==> src/hdl/sbms_pkg.sv <==
// Package for the sparse byte memory store: field widths, command and status codes.
// No dependencies; imported by sparse_byte_memory_store_core.
package sbms_pkg;

  localparam int unsigned ADDR_W   = 64;
  localparam int unsigned BYTE_W   = 8;
  localparam int unsigned SLOT_W   = ADDR_W + BYTE_W;
  localparam int unsigned STATUS_W = 2;

  typedef enum logic {
    CMD_READ  = 1'b0,
    CMD_WRITE = 1'b1
  } cmd_e;

  typedef enum logic [STATUS_W-1:0] {
    STATUS_OK     = 2'd0,
    STATUS_UNINIT = 2'd1,
    STATUS_FULL   = 2'd2
  } status_e;

endpackage

==> src/hdl/sparse_byte_memory_store_core.sv <==
// Sparse byte memory store: slot table scanned one entry per cycle by a small sequencer.
// Depends on sbms_pkg.
//
// channel  | signals                          | payload
// ---------+----------------------------------+------------------------------------------
// request  | s_axis_tvalid/tready/tdata/tuser | tdata[63:0] address, [71:64] write_data;
//          |                                  | tuser cmd (0 read, 1 write)
// response | m_axis_tvalid/tready/tdata/tuser | tdata[7:0] read_data; tuser[1:0] status
//
// A miss scans every used slot (one slot read per cycle, compare one behind) and ends at once
// on an empty table; a hit in slot k stops the scan there. The response shows the next cycle, and
// the next request can be taken in the cycle after it leaves.
// Reset clears the used count and the sequencer; slot contents are not reset.
// The block takes one request at a time: s_axis_tready is high only while idle,
// and a response waits in its register until m_axis_tready is seen.
module sparse_byte_memory_store_core #(
  parameter int unsigned NUM_SLOTS = 64
) (
  input  logic                                      clk_i,
  input  logic                                      rst_ni,
  input  logic                                      s_axis_tvalid,
  output logic                                      s_axis_tready,
  // [63:0] address, [71:64] write_data
  input  logic [sbms_pkg::SLOT_W-1:0]               s_axis_tdata,
  // [0] cmd
  input  logic                                      s_axis_tuser,
  output logic                                      m_axis_tvalid,
  input  logic                                      m_axis_tready,
  // [7:0] read_data
  output logic [sbms_pkg::BYTE_W-1:0]               m_axis_tdata,
  // [1:0] status
  output logic [sbms_pkg::STATUS_W-1:0]             m_axis_tuser
);
  import sbms_pkg::*;

  localparam int unsigned IdxW = (NUM_SLOTS > 1) ? $clog2(NUM_SLOTS) : 1;
  localparam int unsigned CntW = $clog2(NUM_SLOTS + 1);
  localparam logic [CntW-1:0] CntMax = CntW'(NUM_SLOTS);

  typedef enum logic [2:0] {
    ST_IDLE = 3'b001,
    ST_SCAN = 3'b010,
    ST_OUT  = 3'b100
  } state_e;

  state_e              state_q, state_d;
  logic [CntW-1:0]     used_q, used_d;
  logic [CntW-1:0]     idx_q, idx_d;
  logic [IdxW-1:0]     rd_idx_q, rd_idx_d;
  logic                rd_vld_q, rd_vld_d;
  cmd_e                cmd_q, cmd_d;
  logic [ADDR_W-1:0]   addr_q, addr_d;
  logic [BYTE_W-1:0]   wbyte_q, wbyte_d;
  logic [BYTE_W-1:0]   rdata_q, rdata_d;
  status_e             status_q, status_d;

  logic [SLOT_W-1:0]   slot_mem_q [NUM_SLOTS];
  logic [SLOT_W-1:0]   rd_data_q;
  logic                mem_re, mem_we;
  logic [IdxW-1:0]     mem_raddr, mem_waddr;
  logic [SLOT_W-1:0]   mem_wdata;

  logic                issue, hit;

  assign s_axis_tready = (state_q == ST_IDLE);
  assign m_axis_tvalid = (state_q == ST_OUT);
  assign m_axis_tdata  = rdata_q;
  assign m_axis_tuser  = status_q;

  // slot word: address in the upper bits, byte in the lower
  assign issue = (idx_q < used_q);
  assign hit   = rd_vld_q && (rd_data_q[SLOT_W-1:BYTE_W] == addr_q);

  always_comb begin
    state_d   = state_q;
    used_d    = used_q;
    idx_d     = idx_q;
    rd_idx_d  = rd_idx_q;
    rd_vld_d  = rd_vld_q;
    cmd_d     = cmd_q;
    addr_d    = addr_q;
    wbyte_d   = wbyte_q;
    rdata_d   = rdata_q;
    status_d  = status_q;
    mem_re    = 1'b0;
    mem_raddr = idx_q[IdxW-1:0];
    mem_we    = 1'b0;
    mem_waddr = rd_idx_q;
    mem_wdata = {addr_q, wbyte_q};

    unique case (state_q)
      ST_IDLE: begin
        if (s_axis_tvalid) begin
          cmd_d    = cmd_e'(s_axis_tuser);
          addr_d   = s_axis_tdata[ADDR_W-1:0];
          wbyte_d  = s_axis_tdata[SLOT_W-1:ADDR_W];
          idx_d    = '0;
          rd_vld_d = 1'b0;
          state_d  = ST_SCAN;
        end
      end
      ST_SCAN: begin
        if (hit) begin
          state_d  = ST_OUT;
          rd_vld_d = 1'b0;
          status_d = STATUS_OK;
          if (cmd_q == CMD_WRITE) begin
            mem_we  = 1'b1;
            rdata_d = '0;
          end else begin
            rdata_d = rd_data_q[BYTE_W-1:0];
          end
        end else if (!issue && !rd_vld_q) begin
          // scanned every used slot without a match
          state_d = ST_OUT;
          rdata_d = '0;
          if (cmd_q == CMD_WRITE) begin
            if (used_q < CntMax) begin
              mem_we    = 1'b1;
              mem_waddr = used_q[IdxW-1:0];
              used_d    = used_q + CntW'(1);
              status_d  = STATUS_OK;
            end else begin
              status_d = STATUS_FULL;
            end
          end else begin
            status_d = STATUS_UNINIT;
          end
        end else begin
          rd_vld_d = issue;
          if (issue) begin
            mem_re   = 1'b1;
            rd_idx_d = idx_q[IdxW-1:0];
            idx_d    = idx_q + CntW'(1);
          end
        end
      end
      ST_OUT: begin
        if (m_axis_tready) begin
          state_d = ST_IDLE;
        end
      end
      default: state_d = ST_IDLE;
    endcase
  end

  always_ff @(posedge clk_i or negedge rst_ni) begin
    if (!rst_ni) begin
      state_q  <= ST_IDLE;
      used_q   <= '0;
      idx_q    <= '0;
      rd_vld_q <= 1'b0;
    end else begin
      state_q  <= state_d;
      used_q   <= used_d;
      idx_q    <= idx_d;
      rd_vld_q <= rd_vld_d;
    end
  end

  always_ff @(posedge clk_i) begin
    rd_idx_q <= rd_idx_d;
    cmd_q    <= cmd_d;
    addr_q   <= addr_d;
    wbyte_q  <= wbyte_d;
    rdata_q  <= rdata_d;
    status_q <= status_d;
  end

  // slot table: one write port, one registered read port
  always_ff @(posedge clk_i) begin
    if (mem_we) begin
      slot_mem_q[mem_waddr] <= mem_wdata;
    end
    if (mem_re) begin
      rd_data_q <= slot_mem_q[mem_raddr];
    end
  end

endmodule
==> config.mk <==
export PLATFORM = sky130hd
export DESIGN_NAME = sparse_byte_memory_store_core
export DESIGN_NICKNAME = d
export VERILOG_FILES = /design/src/hdl/sbms_pkg.sv /design/src/hdl/sparse_byte_memory_store_core.sv
export SDC_FILE = /design/constraint.sdc
export NUM_CORES = 2
export LEC_CHECK = 0
export CORE_ASPECT_RATIO = 0.6
export CORE_UTILIZATION = 60
export CTS_CLUSTER_DIAMETER = 30
export DETAILED_ROUTE_END_ITERATION = 7
export DONT_BUFFER_PORTS = 1
export PLACE_DENSITY = 0.74
export SLEW_MARGIN = 20
export SYNTH_ARGS = -nofsm -noshare
export SYNTH_HDL_FRONTEND = slang
export SYNTH_MEMORY_MAX_BITS = 65536
export SYNTH_SLANG_ARGS = --single-unit
==> constraint.sdc <==
create_clock -name clk_i -period 12.8 [get_ports clk_i]
set_input_delay 1.92 -clock clk_i [delete_from_list [all_inputs] [get_ports clk_i]]
set_output_delay 1.92 -clock clk_i [all_outputs]
set_load 0.02 [all_outputs]
==> impl_results.md <==
* Placed cell area at 188,000 µm²
* Final min period at 6990 ps
* Mean Syn Cell Area at 26.0 µm²
* Top Ports at 89
* Slew HR at 16.7%
* Layout Area Growth over Synthesis at 13.7%
* GP Congestion at 0.852
* Crit Path Class: reg -> reg
* Final wirelength at 526,000 µm
* Layout cells sized above 1 at 35.0%
* PortBufs at 0
* # hold bufs at CTS at 0
* Layout Nets at 7,545
* Worst Hold Path EP: slot_mem_q[32][15]
* Routed length on met2 at 234,000 µm
* Number of global-route vias before repair at 88,319
* Largest stage delay on the critical path at 1010 ps
* Post-route cell area at 206,000 µm²
* DRT met1 WL at 182,000 µm
* Largest net degree at the start of global routing at 148
* R2R Setup Slk at 5810 ps
* Non-Filler Instances at 11,943
* DR WL/cell at 44.0 µm
* Crit path required time at 13,340 ps
* Initial DRC count at 17,266
* Tcrit/Tclk final at 54.6%
* Max Slew Vio Count at 0
* Final setup viols at 0
* Leading area contributor after synthesis: edfxtp_1
* Hold path depth at 0
* Core Box Area at 299,000 µm²
* CP max stage cell: edfxtp_1
* Synth cell types at 49
* FF-to-FF path depth at 12
* Crit path top cell by count: buf_4
* Worst-Skew Late Latency at 980 ps
* Total power at 36.8 mW
* Hold Path Class: reg -> reg
* Top post-synthesis cells by area: edfxtp_1, mux4_2, clkbuf_1
* Setup tns final at 0 ps
* Met3 wire length at 86,000 µm
* Commonest cells in the netlist: edfxtp_1, mux4_2, clkbuf_1, nor2_1, buf_2
* Reg-to-reg startpoint: addr_q[28]
* Leak at 61.6 nW
* Clock skew at 80.8 ps
* Hold Crit Start: addr_q[7]
* DRC Markers at 0
* Pre-CTS WS at 5970 ps
* Crit Path Max Fanout at 33
* Yosys reg bits at 4,787
* Syn nets at 7,052
* Count leader, synth: edfxtp_1
* Status: finished, final reports clean
* Vias/cell at 7.48
* CP cell instances: buf_4 -> xnor2_1 -> nand4_1 -> nor4_1 -> nand4_1 -> nor4b_2 -> buf_4 -> a32oi_1 -> buf_4 -> nor2_4 -> buf_4 -> buf_4
* CTS resizes at 0
* Max-capacitance violation count at 0
* Fmax at 0.143 GHz
* Critical Path AT at 7530 ps
* Initial Utilization at 60.6%
* Drt first pass iters at 5
* CTS buffer count at 551
* CTS tree: built
* Fin worst setup slack at 5810 ps
* Die footprint at 304,000 µm²
* Post-synth EDFFs at 4,769
* Root buf cell: clkbuf_16
* Unrepaired setup endpoints after global routing: false
* Die height at 428 µm
* ANT nets after route at 0
* Hold Worst Slack at 557 ps
* Startpoint Class: flip-flop
* Fillers at 16,706
* Vias at 89,351
* Clock Tree Buf Depth at 4
* Initial antenna violation count at 61
* Die X at 711 µm
* Setup Buffers After CTS at 0
* Number of H-tree levels at 6
* Fin util at 68.9%
* Gate count after technology mapping at 6,967
* Sequential share of the synthesized area at 79.3%
* Placed cells at 10,907
* Synth top area share at 79.0%
* Synthesis Warnings at 0
* GRT Util Overall at 34.9%
* Worst slew pin tran at 1250 ps
* CP Capture Type: flip-flop
* Max Used Layer: met5
* Dominant synthesized flop cell: edfxtp_1
* R2r endpoint: slot_mem_q[14][27]
* Synth async-reset ratio at 0.376%
* Total grt overflow at 0
* DP HPWL at 261,000 µm
* TritonCTS Sinks at 4,787
* P per Cell Area at 179 nW/µm²
* Mapped Area at 181,000 µm²
* Worst-path clk slew at 70 ps
* Final hold vios at 0
* FP Rows at 155
* VDD IR max at 0.000168 V
* First-pass GRT wire length at 720,000 µm
## logic make-up after synthesis
logic type      share of synthesized area (%)
mux                                      18.8
simple gates                            0.489
fa+ha+maj                              0.0553
flops                                    79.3
compound gates                          0.167
xor+xnor                                0.285
buf+inv                                 0.867
## power by group
group          switching [mW]  internal (mW)  leakage, nW
clock                    6.70           9.22         8.80
sequential              0.131           18.2         43.1
combinational            1.85          0.688         9.68
## worst max path at each step
| stage | startpoint | end | slack, ps | cells after the start |
|---|---|---|---|---|
| global route | addr_q[28] | slot_mem_q[14][27] | 5760 | 12 |
| floorplan | addr_q[18] | slot_mem_q[45][0] | 6450 | 8 |
| CTS | addr_q[28] | slot_mem_q[57][12] | 5840 | 12 |
| global placement | addr_q[8] | slot_mem_q[59][16] | 5240 | 9 |
| detailed placement | addr_q[28] | slot_mem_q[57][16] | 5970 | 12 |
| finish | addr_q[28] | slot_mem_q[14][27] | 5810 | 12 |
## layer usage
layer | global-route usage (%) | up-vias
met5 | 0 | -
met4 | 14.1 | 46
met3 | 11.7 | 1330
met2 | 50.6 | 9153
met1 | 50.0 | 47053
li1 | - | 31769
## worst max-delay path: cells and delay by family, from the launching register on
family / cells / cell delay, ps
simple gates: 5 / 2580
buf+inv: 5 / 2560
flops: 1 / 1010
xor+xnor: 1 / 210
compound gates: 1 / 120
## flip-flops by register name, summed over array words and instances (netlist names)
| register | flops |
|---|---|
| slot_mem_q | 4608 |
| rd_data_q | 72 |
| addr_q | 64 |
| m_axis_tdata | 8 |
| wbyte_q | 8 |
| idx_q | 7 |
| used_q | 7 |
| rd_idx_q | 6 |
| state_q | 3 |
| m_axis_tuser | 2 |
| cmd_q | 1 |
| rd_vld_q | 1 |
## layout make-up
class                      instances  area (µm²)  area share, %
sequential                      4787      144000           69.7
multi-input combinational       1811       36500           17.7
tap                             4003        5010           2.43
timing repair buffer             289        2430           1.18
antenna                           39        97.6         0.0474
clock buffer                     627       14300           6.96
clock inverter                   367        3890           1.89
inverter                          20        80.1         0.0389
## cells in the final DEF (no fill, tap or decap), drive strengths merged, types with 5 or more instances in the layout
| cell type | instances |
|---|---|
| buf | 289 |
| edfxtp | 4769 |
| xnor2 | 57 |
| a21oi | 13 |
| mux2i | 8 |
| nor4 | 6 |
| nand2b | 7 |
| dfrtp | 17 |
| clkbuf | 627 |
| diode | 39 |
| nand4 | 19 |
| and2 | 9 |
| bufinv | 50 |
| clkinvlp | 52 |
| clkinv | 171 |
| nor2 | 82 |
| nand2 | 20 |
| nand3 | 5 |
| ha | 8 |
| nor3 | 11 |
| inv | 114 |
| mux4 | 1512 |
(Power assumes the default switching activity.)
